$ cat config.mk
export PLATFORM = sky130hd
export DESIGN_NAME = ogwc_env
export DESIGN_NICKNAME = d
export VERILOG_FILES = /design/src/design/ogwc_pkg.sv /design/src/design/ogwc_env.sv
export SDC_FILE = /design/constraint.sdc
export NUM_CORES = 1
export LEC_CHECK = 0
export ABC_CLOCK_PERIOD_IN_PS = 8600
export BUFFER_PORTS_ARGS = -buffer_cell sky130_fd_sc_hd__buf_2
export CAP_MARGIN = 5
export CORE_AREA = 8 8 151 153
export CTS_CLUSTER_DIAMETER = 60
export DETAILED_ROUTE_END_ITERATION = 10
export DIE_AREA = 0 0 159 161
export GPL_ROUTABILITY_DRIVEN = 0
export PLACE_DENSITY_LB_ADDON = 0.3
export SETUP_SLACK_MARGIN = 0.4
export SLEW_MARGIN = 20
export SYNTH_ARGS = -nofsm -noshare
export SYNTH_HDL_FRONTEND = slang
export SYNTH_SLANG_ARGS = --single-unit
$ cat constraint.sdc
create_clock -name clk -period 8.6 [get_ports clk]
set_clock_uncertainty 0.1 [all_clocks]
set_input_delay 0.86 -clock clk [delete_from_list [all_inputs] [get_ports clk]]
set_output_delay 0.86 -clock clk [all_outputs]
set_load 0.01 [all_outputs]
$ cat src/design/ogwc_pkg.sv
// Shared types and constants for the onset gated window capture block.
// No dependencies; the other design files but the checker use it by scoped names.
package ogwc_pkg;

	// Window length and the address and count widths that follow from it
	localparam int FFT_SIZE = 1024;
	localparam int AW = $clog2(FFT_SIZE);
	localparam int CW = AW + 1;

	// Saturation value of the gap counter
	localparam logic [16:0] SINCE_MAX = 17'h1FFFF;

	typedef enum logic [1:0] {
		FUNC_PUSH    = 2'd0,
		FUNC_READ    = 2'd1,
		FUNC_RELEASE = 2'd2,
		FUNC_NOP     = 2'd3
	} func_t;

	typedef enum logic [2:0] {
		CFG_BODY_ONLY       = 3'd0,
		CFG_DECAY_FACTOR    = 3'd1,
		CFG_ONSET_THRESHOLD = 3'd2,
		CFG_MIN_ONSET_GAP   = 3'd3,
		CFG_BODY_DELAY      = 3'd4,
		CFG_HOP_LENGTH      = 3'd5
	} cfg_idx_t;

	typedef enum logic [2:0] {
		ST_IDLE,
		ST_CALC,
		ST_EVAL,
		ST_COPY,
		ST_FIN
	} state_t;

	typedef enum logic {
		SRC_RING,
		SRC_CAPTURE
	} src_t;

	// Control from the sequencer to the envelope unit
	typedef struct packed {
		logic mul_en;
		logic commit;
	} env_ctl_t;

	// Control from the sequencer to the sample stores and copy engine
	typedef struct packed {
		logic          ring_we;
		logic          cap_we;
		logic [AW-1:0] wr_addr;
		logic [15:0]   wr_data;
		logic          copy_start;
		src_t          copy_src;
		logic [AW-1:0] copy_base;
		logic [CW-1:0] fill;
		logic [AW-1:0] rd_addr;
	} store_ctl_t;

endpackage

$ cat src/design/ogwc_env.sv
// Peak envelope with release and onset detection with a refractory gap.
// Depends on ogwc_pkg for the control struct and the gap saturation value.
module ogwc_env (
	input  logic                clk,
	input  logic                arst_n,
	input  ogwc_pkg::env_ctl_t  ctl,
	input  logic signed [15:0]  sample,
	input  logic [15:0]         decay_factor,
	input  logic [15:0]         onset_threshold,
	input  logic [15:0]         min_onset_gap,
	output logic [15:0]         envelope,
	output logic                onset_fire
);

	logic [15:0] envelope_q;
	logic        was_over_q;
	logic [16:0] since_q;
	logic [31:0] product_s1;

	logic [16:0] neg_mag;
	logic [15:0] mag;
	logic [15:0] decayed;
	logic [15:0] env_new;
	logic        over;
	logic [16:0] since_next;

	// Multiply the held envelope by the release factor
	always_ff @(posedge clk) begin
		if (ctl.mul_en) begin
			product_s1 <= 32'(envelope_q) * 32'(decay_factor);
		end
	end

	// Take the magnitude, hold the larger of it and the decayed level
	always_comb begin
		neg_mag    = 17'h10000 - {1'b0, sample};
		mag        = sample[15] ? neg_mag[15:0] : sample;
		decayed    = product_s1[31:16];
		env_new    = (mag > decayed) ? mag : decayed;
		over       = env_new > onset_threshold;
		onset_fire = ctl.commit && over && !was_over_q && (since_q > {1'b0, min_onset_gap});
		if (onset_fire) begin
			since_next = 17'd1;
		end else if (since_q != ogwc_pkg::SINCE_MAX) begin
			since_next = since_q + 17'd1;
		end else begin
			since_next = since_q;
		end
	end

	// Advance the envelope state on each pushed sample
	always_ff @(posedge clk or negedge arst_n) begin
		if (!arst_n) begin
			envelope_q <= '0;
			was_over_q <= 1'b0;
			since_q    <= ogwc_pkg::SINCE_MAX;
		end else if (ctl.commit) begin
			envelope_q <= env_new;
			was_over_q <= over;
			since_q    <= since_next;
		end
	end

	assign envelope = envelope_q;

endmodule

# Word-level counts from Yosys, hierarchy flattened
# Index checks and enable logic that the tools add are counted.
[word_totals]
ff_bits = 66
[op_classes]
addsub = 2
mul = 1
n_lt_le_gt_ge = 3
eq_ne = 1
muxes = 4
reduce_logical = 6
[op_table]
columns = ["operator", "count"]
rows = [
  ["two-way mux 17 bit", 2],
  ["> comparator 16 bit", 2],
  ["multiplier 16 x 16 -> 32 bit", 1],
  ["two-way mux 16 bit", 2],
  ["adder 17 x 1 -> 17 bit (second input constant)", 1],
  ["> comparator 17 x 16 -> 1 bit", 1],
  ["!= test 17 bit (second input constant)", 1],
  ["subtractor 1 x 16 -> 16 bit (first input constant)", 1],
  ["logical AND 1 bit", 3],
  ["AND reduction 2 bit", 1],
  ["nonzero test 2 bit", 1],
  ["zero test 1 bit", 1],
]

# Depth between registers and ports, before layout
[depth]
depth_word = 10
mapped_depth = 25
ltp_nobuf = 22

# Least setup slack after synthesis
# Ideal clock, no wire load.
[synth_timing]
path_kind = "input to output"
start = "in sample[0]"
end = "out onset_fire"
t_arrival_ps = 5723
required_ps = 7640
slack_ps = 1917
stages = 23
path_cell_list = "inv_1 ha_1 nand2b_1 or4_1 or2_4 o31ai_1 xnor2_1 ha_1 nand4_1 or2_2 a211o_1 a21oi_2 buf_2 mux2_1 ha_1 and3_1 nand3_1 nor3_1 o21ai_0 a41oi_1 o211a_1 clkbuf_1 clkbuf_1"
[synth_between]
elab_chain_cells = 8
[synth_lines]
columns = ["element", "line_no", "text"]
rows = [
  ["start: declaration", "ogwc_env.sv:7", "input logic signed [15:0] sample,"],
  ["subtractor 1 x 16 -> 16 bit", "ogwc_env.sv:36", "neg_mag = 17'h10000 - {1'b0, sample};"],
  ["two-way mux 16 bit (*)", "ogwc_env.sv:37", "mag = sample[15] ? neg_mag[15:0] : sample;"],
  ["> comparator 16 bit", "ogwc_env.sv:39", "env_new = (mag > decayed) ? mag : decayed;"],
  ["two-way mux 16 bit (*)", "ogwc_env.sv:39", ""],
  ["named net env_new[15]", "ogwc_env.sv:23", "logic [15:0] env_new;"],
  ["> comparator 16 bit (*)", "ogwc_env.sv:40", "over = env_new > onset_threshold;"],
  ["logical AND 1 bit (*) (3 in a row)", "ogwc_env.sv:41", "onset_fire = ctl.commit && over && !was_over_q && (since_q > {1'b0, min_onset_gap});"],
  ["end: declaration", "ogwc_env.sv:12", "output logic onset_fire"],
]
# The timed path passes the listed nets; every way through them passes the cells marked *.

# Final worst setup path
# Same ends and word-level chain as after synthesis.

==> impl_metrics.json <==
{
  "setup_viol": 0,
  "num_vias": 9211,
  "drv_slew": 0,
  "coreArea_sq_um": 20560,
  "clkLatencyLatePin_ps": 290,
  "wl_per_cell_um": 16.78,
  "cp-start-kind": "input port",
  "yosysWarnings": 0,
  "pre_cts_ws_ps": 1146,
  "cts_buffers": 5,
  "synth-edff-count": 16,
  "grt_pass1_wl_um": 47970,
  "synth.distinct_cells": 63,
  "worst_pin_slew_ps": 1007,
  "viasPerCell": 5.532,
  "finalSetupTns_ps": 0,
  "cts_num_sinks": 50,
  "avgSynthCellArea_sq_um": 8.973,
  "root_buffer": "clkbuf_16",
  "grt_pass1_vias": 10060,
  "portBuffers": 84,
  "fmax_ghz": 0.1329,
  "die_x_um": 159,
  "hpwl_um": 22810,
  "timing.hold.ws_ps": 393.9,
  "rsz0062_at_grt": "no",
  "fin_nets": 1802,
  "layout_common_cells": "inv_1, fa_1, nand2_1",
  "firstDrtPassIters": 4,
  "cp-end-kind": "output port",
  "grt_remaining_overflow": 0,
  "layout_commonest_cell": "inv_1",
  "netlist_instances": 1335,
  "row_count": 53,
  "postCtsSetupRepairBufs": 0,
  "cp_data_required_time_ps": 7640,
  "seq_area_frac_synth_pct": 11.29,
  "max_cap_violations": 0,
  "grt_max_degree": 35,
  "ys_ff_latch": 50,
  "cp_max_fo": 18,
  "holdBufCountCts": 0,
  "chipHeight_um": 161,
  "ys_async_sr_fraction_pct": 68.00,
  "max_slew_margin_pct": 32.89,
  "first_iter_violations": 459,
  "insertedDiodeCount": 0,
  "ctsResizeCount": 0,
  "synth_fp_nets": 1748,
  "worst_hold_path_type": "register to register",
  "critPathKind": "input port to output port",
  "netlist_area_sq_um": 11980,
  "clk_pin_slew_ps": 60,
  "post-route-period-util_pct": 87.47,
  "fin_crit_ps": 7522,
  "final_hold_viol_count": 0,
  "syn_to_final_growth_pct": 6.496,
  "dieArea_sq_um": 25600,
  "status": "completed",
  "fin_ws_ps": 1078,
  "drive_gt1_share_pct": 11.22,
  "initial_core_util_pct": 58.27,
  "critPathArrivalTime_ps": 6560,
  "ys.flop_type": "dfstp_2",
  "io_pins": 85,
  "cts_buffer_depth": 2,
  "ant_nets": 0,
  "antenna_found_initial": 0,
  "htree_num_levels": 2,
  "nFillCells": 1803,
  "cts_tree": "done",
  "drcViolationCount": 0,
  "finish.utilization_pct": 62.06,
  "totalWireLength_um": 27940,
  "grtUsageTotal_pct": 22.67
}
-- cells in the mapped netlist (7+ instances only) --
cell type	number	area [sq um]
inv_1	286	1074
fa_1	193	3864
nand2_1	188	705.7
ha_1	152	1902
and2_1	92	575.6
clkbuf_1	41	153.9
a21oi_1	36	180.2
nor2_1	32	120.1
xnor2_1	29	254.0
mux2_2	27	304.0
a21o_1	26	195.2
o21ai_0	21	105.1
nand4_1	20	125.1
dfrtp_1	17	425.4
dfstp_2	17	446.7
edfxtp_1	16	480.5
xor2_1	14	122.6
nand3_1	13	65.06
nor3_1	11	55.05
and3_1	10	62.56
nor2b_1	9	56.30
o21a_1	9	67.56
a31oi_1	7	43.79
-- state kept, by name (all words and copies together), names as in the netlist --
name and flops:
envelope 16, was_over_q 1, since_q 17, product_s1 16
-- layout make-up --
class                   count  area, sq um  area share [%]
clock inverters             2        12.51         0.09808
well taps                 275        344.1           2.697
inverters                 286         1074           8.415
flip-flops and latches     50         1353           10.60
multi-input cells         955         9373           73.47
clock buffers               6        128.9           1.010
repair buffers             91        473.0           3.707
-- path summary, 6_finish.rpt --
kind | start | end | cells after the start | slack [ps]
hold / removal | was_over_q$_DFFE_PN0P_ | was_over_q$_DFFE_PN0P_ | 1 | 390
hold reg to reg | was_over_q$_DFFE_PN0P_ | was_over_q$_DFFE_PN0P_ | 1 | 390
max in group asynchronous | arst_n | was_over_q$_DFFE_PN0P_ | 1 | 7360
setup reg to reg | envelope[9]$_DFFE_PN0P_ | product_s1[27]$_DFFE_PP_ | 20 | 1640
setup / recovery | sample[0] | onset_fire | 22 | 1080
min in group asynchronous | arst_n | envelope[13]$_DFFE_PN0P_ | 1 | 530
-- routing by layer --
metal / GRT usage [%] / vias up / share of wire [%]
met5: 0 / - / 0
met4: 6.775 / 0 / 2.9
met3: 3.334 / 61 / 4.8
li1: - / 4301 / -
met1: 27.49 / 4628 / 40
met2: 41.10 / 221 / 52
-- critical path, cell delays in order --
cell and delay, ps:
buf_2 110, inv_1 70, ha_1 160, nand2b_1 70, or4_1 440, or2_4 280, o41ai_2 240, xnor2_1 150
ha_1 320, nand4_1 100, or2_2 300, a211o_1 280, a21oi_2 730, mux2_1 420, ha_1 320, and3_1 160
nand3_1 120, nor3_1 210, o21ai_0 110, a41oi_1 300, o211a_1 570, buf_2 230
-- through the flow --
stage	cell area (sq um)	cells
after floorplan	11980	1335
after global placement	12620	1657
after detailed placement	12620	1657
after CTS	12760	1665
after global routing	12760	1665
final	12760	1665
-- cell families (layout without fill, tap and decap cells) --
kind of cell / Yosys count / in the layout / share of synthesized area, %
fa+ha+maj: 345 / 345 / 48.13
xor+xnor: 43 / 43 / 3.144
compound gates: 136 / 136 / 7.594
buf+inv: 330 / 385 / 10.47
simple gates: 398 / 398 / 16.24
flops: 50 / 50 / 11.29
mux: 33 / 33 / 3.133
Power is not shown: default switching activity piles up to over one toggle a cycle in this logic, so the estimate is an artifact.
